[src/rtl/core/pca_pkg.sv]
package pca_pkg;

    localparam int COUNT_BITS_DEF = 16;
    localparam int FRAC_BITS_DEF  = 16;
    localparam int POS_BITS_DEF   = 32;

    localparam int IN_POS_BITS    = 32;
    localparam int BASE_BITS      = 8;
    localparam int RED_BITS       = 8;
    localparam int QPOS_BITS      = 16;
    localparam int CNT_OUT_BITS   = 16;
    localparam int REPEAT_BITS    = 24;
    localparam int POS_OUT_BITS   = 32;

    localparam int CFG_ADDR_BITS  = 3;
    localparam int CFG_DATA_BITS  = 32;
    localparam int REG_IDX_LSB    = 2;
    localparam int REG_IDX_BITS   = CFG_ADDR_BITS - REG_IDX_LSB;

    localparam logic [REG_IDX_BITS-1:0] REG_TOTAL_MODE = REG_IDX_BITS'(0);

    typedef struct packed {
        logic [IN_POS_BITS-1:0] position;
        logic [BASE_BITS-1:0]   base_char;
        logic                   has_alignment;
        logic                   is_deletion;
        logic [RED_BITS-1:0]    redundancy;
        logic                   reversed;
        logic [QPOS_BITS-1:0]   query_position;
        logic [QPOS_BITS-1:0]   read_len;
        logic                   last_in_position;
    } t_in_req;

    typedef struct packed {
        logic [POS_OUT_BITS-1:0] out_position;
        logic [BASE_BITS-1:0]    out_base_char;
        logic [CNT_OUT_BITS-1:0] unique_top;
        logic [CNT_OUT_BITS-1:0] unique_bot;
        logic [REPEAT_BITS-1:0]  repeat_top;
        logic [REPEAT_BITS-1:0]  repeat_bot;
        logic [CNT_OUT_BITS-1:0] raw_repeat_top;
        logic [CNT_OUT_BITS-1:0] raw_repeat_bot;
        logic [CNT_OUT_BITS-1:0] begin_top;
        logic [CNT_OUT_BITS-1:0] begin_bot;
        logic [POS_OUT_BITS-1:0] skipped_positions;
        logic [POS_OUT_BITS-1:0] region_positions;
    } t_out_req;

endpackage

[src/rtl/core/pileup_coverage_accumulator.sv]
// Pileup coverage accumulator.
// The input channel (i_in_valid, o_in_stall, i_in_req) takes one pileup entry per
// request; entries of one reference position arrive together, the final one marked.
// The output channel (o_out_valid, i_out_stall, o_out_req) gives one coverage row
// for each final entry with a nonzero position, nothing for other entries.
// Total mode is set through the APB-style port, register 0 at byte address 0.
// An entry with position zero is dropped and the input is ready the next cycle.
// A unique read, a read with redundancy zero, a deletion or an empty entry passes
// through the accumulate state, and also through the emit state if it closes a row.
// Any other redundant read passes through the divide state before them: its reciprocal
// comes from a serial restoring divider that produces one quotient bit per cycle.
// A row is written to the output register from the emit state, which follows the
// accumulate state of its final entry.
// The row sits in an output register; the next entry is taken while it waits.
// A final entry whose row finds the output register still full holds the input
// stalled until the receiver takes the earlier row.
// Synchronous reset clears all counts, the last position, the region total
// and total mode, and empties the output register.
module pileup_coverage_accumulator #(
    parameter int COUNT_BITS = pca_pkg::COUNT_BITS_DEF,
    parameter int FRAC_BITS  = pca_pkg::FRAC_BITS_DEF,
    parameter int POS_BITS   = pca_pkg::POS_BITS_DEF
) (
    input  logic                                i_clk,
    input  logic                                i_rst_n,
    input  logic                                i_in_valid,
    output logic                                o_in_stall,
    input  pca_pkg::t_in_req                    i_in_req,
    output logic                                o_out_valid,
    input  logic                                i_out_stall,
    output pca_pkg::t_out_req                   o_out_req,
    input  logic                                psel,
    input  logic                                penable,
    input  logic                                pwrite,
    input  logic [pca_pkg::CFG_ADDR_BITS-1:0]   paddr,
    input  logic [pca_pkg::CFG_DATA_BITS-1:0]   pwdata,
    output logic [pca_pkg::CFG_DATA_BITS-1:0]   prdata,
    output logic                                pready
);
    import pca_pkg::*;

    localparam logic [1:0] ST_IDLE = 2'd0;
    localparam logic [1:0] ST_DIV  = 2'd1;
    localparam logic [1:0] ST_ACC  = 2'd2;
    localparam logic [1:0] ST_EMIT = 2'd3;

    localparam int PW = ((POS_BITS > POS_OUT_BITS) ? POS_BITS : POS_OUT_BITS) + 1;
    localparam int TW = PW + 1;
    localparam int CW = ((COUNT_BITS > CNT_OUT_BITS) ? COUNT_BITS : CNT_OUT_BITS) + 1;
    localparam int RW = FRAC_BITS + 1;
    localparam int SW = ((REPEAT_BITS > RW) ? REPEAT_BITS : RW) + 1;

    localparam logic [RW-1:0]           ONE_FIX  = {1'b1, {FRAC_BITS{1'b0}}};
    localparam logic [REPEAT_BITS-1:0]  REP_MAX  = '1;
    localparam logic [POS_BITS-1:0]     POS_MAX  = '1;
    localparam logic [CNT_OUT_BITS-1:0] CNT_OMAX = '1;
    localparam logic [POS_OUT_BITS-1:0] POS_OMAX = '1;

    function automatic logic [CNT_OUT_BITS-1:0] clamp_cnt(input logic [CW-1:0] v);
        return (v > CW'(CNT_OMAX)) ? CNT_OMAX : v[CNT_OUT_BITS-1:0];
    endfunction

    function automatic logic [REPEAT_BITS-1:0] clamp_rep(input logic [SW-1:0] v);
        return (v > SW'(REP_MAX)) ? REP_MAX : v[REPEAT_BITS-1:0];
    endfunction

    logic [1:0]             r_state;
    logic [1:0]             n_state;
    t_in_req                r_item;
    logic [COUNT_BITS-1:0]  r_uniq [2];
    logic [COUNT_BITS-1:0]  r_raw  [2];
    logic [COUNT_BITS-1:0]  r_beg  [2];
    logic [REPEAT_BITS-1:0] r_rep  [2];
    logic [POS_BITS-1:0]    r_last_pos;
    logic [POS_BITS-1:0]    r_total;
    logic [PW-1:0]          r_skip;
    logic                   r_out_valid;
    t_out_req               r_out;

    logic                   total_mode;
    logic                   in_acc;
    logic                   in_used;
    logic                   in_div;
    logic                   div_done;
    logic [FRAC_BITS-1:0]   div_quot;

    logic                   strand;
    logic                   contrib;
    logic                   first_base;
    logic [RW-1:0]          recip;
    logic [SW-1:0]          rep_sum;
    logic [PW-1:0]          pos_w;
    logic [PW-1:0]          last_w;
    logic [PW-1:0]          skip_calc;
    logic [TW-1:0]          tot_sum;
    logic [POS_BITS-1:0]    tot_next;
    logic [PW-1:0]          region_w;
    logic                   out_free;
    t_out_req               row;

    pca_cfg u_cfg (
        .i_clk        (i_clk),
        .i_rst_n      (i_rst_n),
        .psel         (psel),
        .penable      (penable),
        .pwrite       (pwrite),
        .paddr        (paddr),
        .pwdata       (pwdata),
        .prdata       (prdata),
        .pready       (pready),
        .o_total_mode (total_mode)
    );

    pca_div #(
        .FRAC_BITS (FRAC_BITS)
    ) u_div (
        .i_clk     (i_clk),
        .i_rst_n   (i_rst_n),
        .i_start   (in_div),
        .i_divisor (i_in_req.redundancy),
        .o_done    (div_done),
        .o_quot    (div_quot)
    );

    assign o_in_stall = (r_state != ST_IDLE);
    assign in_acc     = i_in_valid && !o_in_stall;
    assign in_used    = in_acc && (i_in_req.position != '0);
    assign in_div     = in_used && i_in_req.has_alignment && !i_in_req.is_deletion &&
                        (i_in_req.redundancy != RED_BITS'(0)) &&
                        (i_in_req.redundancy != RED_BITS'(1));
    assign out_free   = !r_out_valid || !i_out_stall;

    always_comb begin
        strand     = r_item.reversed;
        contrib    = r_item.has_alignment && !r_item.is_deletion;
        first_base = strand ? (r_item.query_position == r_item.read_len)
                            : (r_item.query_position == QPOS_BITS'(1));
        recip      = (r_item.redundancy == RED_BITS'(0)) ? ONE_FIX : {1'b0, div_quot};
        rep_sum    = SW'(r_rep[strand]) + SW'(recip);
        pos_w      = PW'(r_item.position);
        last_w     = PW'(r_last_pos);
        skip_calc  = (pos_w > last_w + PW'(1)) ? (pos_w - last_w - PW'(1)) : '0;
        tot_sum    = TW'(r_total) + TW'(r_skip) + TW'(1);
        tot_next   = (tot_sum > TW'(POS_MAX)) ? POS_MAX : tot_sum[POS_BITS-1:0];
        region_w   = PW'(tot_next);
    end

    always_comb begin
        row.out_position      = r_item.position;
        row.out_base_char     = r_item.base_char;
        row.skipped_positions = r_skip[POS_OUT_BITS-1:0];
        row.region_positions  = (region_w > PW'(POS_OMAX)) ? POS_OMAX
                                                          : region_w[POS_OUT_BITS-1:0];
        if (total_mode) begin
            row.unique_top     = clamp_cnt(CW'(r_uniq[0]) + CW'(r_uniq[1]));
            row.unique_bot     = '0;
            row.repeat_top     = clamp_rep(SW'(r_rep[0]) + SW'(r_rep[1]));
            row.repeat_bot     = '0;
            row.raw_repeat_top = clamp_cnt(CW'(r_raw[0]) + CW'(r_raw[1]));
            row.raw_repeat_bot = '0;
            row.begin_top      = clamp_cnt(CW'(r_beg[0]) + CW'(r_beg[1]));
            row.begin_bot      = '0;
        end else begin
            row.unique_top     = clamp_cnt(CW'(r_uniq[0]));
            row.unique_bot     = clamp_cnt(CW'(r_uniq[1]));
            row.repeat_top     = r_rep[0];
            row.repeat_bot     = r_rep[1];
            row.raw_repeat_top = clamp_cnt(CW'(r_raw[0]));
            row.raw_repeat_bot = clamp_cnt(CW'(r_raw[1]));
            row.begin_top      = clamp_cnt(CW'(r_beg[0]));
            row.begin_bot      = clamp_cnt(CW'(r_beg[1]));
        end
    end

    always_comb begin
        n_state = r_state;
        case (r_state)
            ST_IDLE: begin
                if (in_used) begin
                    n_state = in_div ? ST_DIV : ST_ACC;
                end
            end
            ST_DIV: begin
                if (div_done) begin
                    n_state = ST_ACC;
                end
            end
            ST_ACC: begin
                n_state = r_item.last_in_position ? ST_EMIT : ST_IDLE;
            end
            ST_EMIT: begin
                if (out_free) begin
                    n_state = ST_IDLE;
                end
            end
            default: begin
                n_state = ST_IDLE;
            end
        endcase
    end

    always_ff @(posedge i_clk) begin
        if (!i_rst_n) begin
            r_state     <= ST_IDLE;
            r_out_valid <= 1'b0;
            r_last_pos  <= '0;
            r_total     <= '0;
            for (int s = 0; s < 2; s++) begin
                r_uniq[s] <= '0;
                r_raw[s]  <= '0;
                r_beg[s]  <= '0;
                r_rep[s]  <= '0;
            end
        end else begin
            r_state <= n_state;
            if (r_state == ST_ACC && contrib) begin
                if (r_item.redundancy == RED_BITS'(1)) begin
                    if (r_uniq[strand] != '1) begin
                        r_uniq[strand] <= r_uniq[strand] + COUNT_BITS'(1);
                    end
                    if (first_base && r_beg[strand] != '1) begin
                        r_beg[strand] <= r_beg[strand] + COUNT_BITS'(1);
                    end
                end else begin
                    if (r_raw[strand] != '1) begin
                        r_raw[strand] <= r_raw[strand] + COUNT_BITS'(1);
                    end
                    r_rep[strand] <= clamp_rep(rep_sum);
                end
            end
            if (r_state == ST_EMIT && out_free) begin
                r_out_valid <= 1'b1;
                r_total     <= tot_next;
                r_last_pos  <= POS_BITS'(r_item.position);
                for (int s = 0; s < 2; s++) begin
                    r_uniq[s] <= '0;
                    r_raw[s]  <= '0;
                    r_beg[s]  <= '0;
                    r_rep[s]  <= '0;
                end
            end else if (r_out_valid && !i_out_stall) begin
                r_out_valid <= 1'b0;
            end
        end
    end

    always_ff @(posedge i_clk) begin
        if (in_used) begin
            r_item <= i_in_req;
        end
        if (r_state == ST_ACC) begin
            r_skip <= skip_calc;
        end
        if (r_state == ST_EMIT && out_free) begin
            r_out <= row;
        end
    end

    assign o_out_valid = r_out_valid;
    assign o_out_req   = r_out;

endmodule

[src/rtl/core/pca_div.sv]
module pca_div #(
    parameter int FRAC_BITS = pca_pkg::FRAC_BITS_DEF
) (
    input  logic                          i_clk,
    input  logic                          i_rst_n,
    input  logic                          i_start,
    input  logic [pca_pkg::RED_BITS-1:0]  i_divisor,
    output logic                          o_done,
    output logic [FRAC_BITS-1:0]          o_quot
);
    import pca_pkg::*;

    localparam int CNT_W = $clog2(FRAC_BITS + 1);

    logic                r_busy;
    logic                r_done;
    logic [CNT_W-1:0]    r_cnt;
    logic [RED_BITS-1:0] r_div;
    logic [RED_BITS-1:0] r_rem;
    logic [FRAC_BITS-1:0] r_quot;

    logic [RED_BITS:0]   shifted;
    logic                ge;
    logic [RED_BITS:0]   diff;
    logic [RED_BITS-1:0] n_rem;

    // The divisor is at least two, so the leading one of the dividend
    // leaves a remainder of one and a zero quotient bit.
    always_comb begin
        shifted = {r_rem, 1'b0};
        ge      = shifted >= {1'b0, r_div};
        diff    = shifted - {1'b0, r_div};
        n_rem   = ge ? diff[RED_BITS-1:0] : shifted[RED_BITS-1:0];
    end

    always_ff @(posedge i_clk) begin
        if (!i_rst_n) begin
            r_busy <= 1'b0;
            r_done <= 1'b0;
            r_cnt  <= '0;
        end else begin
            r_done <= 1'b0;
            if (i_start) begin
                r_busy <= 1'b1;
                r_cnt  <= CNT_W'(FRAC_BITS);
            end else if (r_busy) begin
                r_cnt <= r_cnt - CNT_W'(1);
                if (r_cnt == CNT_W'(1)) begin
                    r_busy <= 1'b0;
                    r_done <= 1'b1;
                end
            end
        end
    end

    always_ff @(posedge i_clk) begin
        if (i_start) begin
            r_div  <= i_divisor;
            r_rem  <= RED_BITS'(1);
            r_quot <= '0;
        end else if (r_busy) begin
            r_rem  <= n_rem;
            r_quot <= {r_quot[FRAC_BITS-2:0], ge};
        end
    end

    assign o_done = r_done;
    assign o_quot = r_quot;

endmodule

[src/rtl/core/pca_cfg.sv]
module pca_cfg (
    input  logic                                i_clk,
    input  logic                                i_rst_n,
    input  logic                                psel,
    input  logic                                penable,
    input  logic                                pwrite,
    input  logic [pca_pkg::CFG_ADDR_BITS-1:0]   paddr,
    input  logic [pca_pkg::CFG_DATA_BITS-1:0]   pwdata,
    output logic [pca_pkg::CFG_DATA_BITS-1:0]   prdata,
    output logic                                pready,
    output logic                                o_total_mode
);
    import pca_pkg::*;

    logic                    r_total_mode;
    logic [REG_IDX_BITS-1:0] reg_idx;
    logic                    wr;

    assign reg_idx = paddr[CFG_ADDR_BITS-1:REG_IDX_LSB];
    assign wr      = psel && penable && pwrite;
    assign pready  = 1'b1;

    always_ff @(posedge i_clk) begin
        if (!i_rst_n) begin
            r_total_mode <= 1'b0;
        end else if (wr && reg_idx == REG_TOTAL_MODE) begin
            r_total_mode <= pwdata[0];
        end
    end

    assign prdata = (reg_idx == REG_TOTAL_MODE) ?
                    {{(CFG_DATA_BITS-1){1'b0}}, r_total_mode} : '0;
    assign o_total_mode = r_total_mode;

endmodule

[config.mk]
export PLATFORM = sky130hd
export DESIGN_NAME = pileup_coverage_accumulator
export DESIGN_NICKNAME = d
export VERILOG_FILES = /design/src/rtl/core/pca_pkg.sv /design/src/rtl/core/pileup_coverage_accumulator.sv /design/src/rtl/core/pca_div.sv /design/src/rtl/core/pca_cfg.sv
export SDC_FILE = /design/constraint.sdc
export NUM_CORES = 1
export LEC_CHECK = 0
export BUFFER_PORTS_ARGS = -buffer_cell sky130_fd_sc_hd__buf_2
export CAP_MARGIN = 20
export CORE_AREA = 2 2 251 253
export DETAILED_ROUTE_END_ITERATION = 7
export DIE_AREA = 0 0 253 255
export PLACE_DENSITY = 0.76
export SYNTH_ARGS = -nofsm -noshare
export SYNTH_HDL_FRONTEND = slang
export SYNTH_SLANG_ARGS = --single-unit
export TNS_END_PERCENT = 30
[constraint.sdc]
create_clock -name i_clk -period 11.9 [get_ports i_clk]
set_input_delay 0.595 -clock i_clk [delete_from_list [all_inputs] [get_ports i_clk]]
set_output_delay 0.595 -clock i_clk [all_outputs]
set_load 0.03 [all_outputs]
==> results.tsv <==
metric	value	unit
FMAX	0.1976	GHz
DRC Markers	0	
commonest cells in the synthesized netlist	517 x edfxtp_1, 316 x nor2_1, 216 x nand2_1, 203 x a21oi_1, 199 x ha_1	
aggregate global-route resource usage	23.51	%
Boundary Pins	409	
global route total overflow	0	
leakage power	14.74	nW
Yosys reg bits	617	
Setup violations, final	0	
first-pass iteration count of the detailed router	5	
Routed Antenna Nets	0	
DR vias	24390	
period utilisation layout	42.52	%
RSZ-0062 raised after global routing	no	
Worst setup SP type	flip-flop	
Layout Skew	23.69	ps
Filler cells	5014	
total chip power	5.737	mW
Starting Density	54.35	%
Final #Nets	3726	
Die W	253	um
CP Capture Point	r_uniq[1][9]	
most numerous cell in the Yosys netlist	edfxtp_1	
placed cell areas	0.03598	mm^2
clock sink count	617	
Hold Crit Class	in -> reg	
core area	0.06216	mm^2
internal power	4.152	mW
share of the synthesized area in the top cell type	45.95	%
fin area	0.03827	mm^2
IO Port Bufs	343	
Multi-input gate area	0.01518	mm^2
CTS tree	built	
initial antenna violation count	2	
H-Tree Depth	3	
MaxCap Viol Count	0	
register area share after synthesis	51.88	%
CTS max path bufs	3	
vias in the first global route	22860	
worst-skew pair later-pin latency	600	ps
maximum resistive drop on vdd	0.0001444	V
hold_buf cts	0	
Gate power share	17.5	%
Clock Power Share	36.8	%
largest net degree at the start of global routing	206	
syn avg cell area	10.98	um^2
post-synthesis async set-or-reset flop share	0	%
clk slew on worst S/H paths	60	ps
gpl congestion	0.9210	
worst-path maximum fanout	74	
Post-synth EDFFs	517	
row count	92	
1st-iter DRT viols	1668	
reg2reg setup slack	6840	ps
post-detail-place hpwl	55610	um
P_sw	1.585	mW
leading area contributor after synthesis	edfxtp_1	
minimum clock period	5060	ps
root buf cell	clkbuf_16	
WP data arrival	5220	ps
setup TNS	0	ps
Final Hold Fails	0	
critical path required time	12060	ps
# diodes	0	
Cells after Synth	3076	
Area Overhead vs Synth	13.27	%
Post-Synthesis Cell Area	0.03379	mm^2
worst reg2reg path depth	13	
share of cells above drive strength 1	16.11	%
Final Max Slew Viols	0	
Seq pwr share	45.7	%
register area	0.01753	mm^2
postcts setup bufs	0	
DIE AREA	0.06452	mm^2
hold depth	1	
sw frac	27.62	%
drt via density	5.749	
ys flop type	edfxtp_1	
Synth area leaders	edfxtp_1 46%, ha_1 7.4%, dfxtp_1 5.9%, nor2_1 3.5%, xnor2_1 3.4%	
final wirelength	77180	um
status	complete, no violations	
Crit Reg-Reg Endpoint	r_uniq[1][9]	
Cell variety after synth	99	
YS warnings	0	
Least-Margin Pin Slew	1076	ps
critical path endpoint category	flip-flop	
clock buffer count from CTS	66	
Slew headroom	28.01	%
critical path type	reg -> reg	
wire per inst	18.19	um
Power Dens Cells	149.9	mW/mm^2
post-cts resize count	0	
first-pass GRT wire length	120800	um
die height	255	um
per-layer routing:
layer	vias to the layer above	track usage [%]	share of wire [%]
met5	-	0	0
met3	130	3.641	6.4
met2	813	36.99	46
met1	11490	32.92	45
li1	11960	-	-
met4	0	9.163	3.1
registers in the layout, summed over array words and instances, names as in the netlist, 16 cells and up, named ones only:
register      count
r_beg            32
r_item           51
r_skip           33
pos_w            32
o_out_req       248
r_rep            48
r_uniq           32
r_total          32
u_div.o_quot     16
r_last_pos       32
r_raw            32
worst max-delay path: stages, from the launching register on:
cell	delay [ps]
dfxtp_4	540
buf_4	650
buf_4	650
mux2i_1	240
inv_1	100
ha_1	150
inv_1	80
a221oi_2	250
nand2_1	190
or3_1	450
nor2_1	220
a21oi_1	140
nand2_2	320
nand2_1	540
final cells by class:
class	instances	share of cell area, %
repair buffers	362	4.996
well taps	799	2.612
inverters	108	1.082
clock inverters	33	1.043
clock buffers	86	4.783
multi-input cells	2238	39.66
flip-flops and latches	617	45.82
stage by stage:
step | instances | worst slack, ps | util [%] | hold WS, ps
2_1_floorplan | 3106 | 3024 | - | 400.3
3_3_place_gp | 4120 | 6946 | 57.86 | 400.7
3_5_place_dp | 4121 | 6821 | 57.88 | 407.4
4_1_cts | 4240 | 6782 | 61.46 | 118.0
5_1_grt | 4243 | 6318 | 61.56 | 134.1
6_report | 4243 | 6840 | 61.56 | 163.6
power groups by stage:
stage	combinational (mW)	sequential [mW]	clock (mW)
5_1_grt	1.12	2.64	2.23
2_1_floorplan	0.775	2.66	0
4_1_cts	1.00	2.62	2.15
3_3_place_gp	0.972	2.66	0
3_5_place_dp	0.990	2.66	0
6_report	1.01	2.62	2.11
cell usage in the layout (no fill, tap or decap), drive strengths merged, types with 51 or more instances in the layout:
cell type / instances
o21ai: 137
a21oi: 205
inv: 109
xnor2: 130
o22a: 51
a21o: 63
clkbuf: 86
dfxtp: 100
xor2: 70
nand3: 69
buf: 362
nor2: 317
nand2: 220
edfxtp: 517
ha: 199
nor2b: 139
how the worst min path moves through the flow:
stage	from	end	slack, ps
floorplan	r_item[44]	o_out_req[208]	400
global placement	r_item[46]	o_out_req[210]	400
detailed placement	r_item[49]	o_out_req[213]	410
CTS	i_in_req[11]	r_item[11]	120
global route	i_in_req[49]	r_item[49]	130
finish	i_in_req[45]	r_item[45]	160
cell families after synthesis:
kind of cell | Yosys count | synth area share, %
XOR/XNOR | 200 | 5.185
other | 2 | 0.02223
buffers and inverters | 251 | 3.588
flip-flops | 617 | 51.88
AO/OA/AOI/OAI | 764 | 15.32
AND/OR/NAND/NOR | 965 | 14.00
multiplexers | 70 | 2.170
adder cells (fa/ha/maj) | 207 | 7.844
Power figures use the tool's default switching activity.
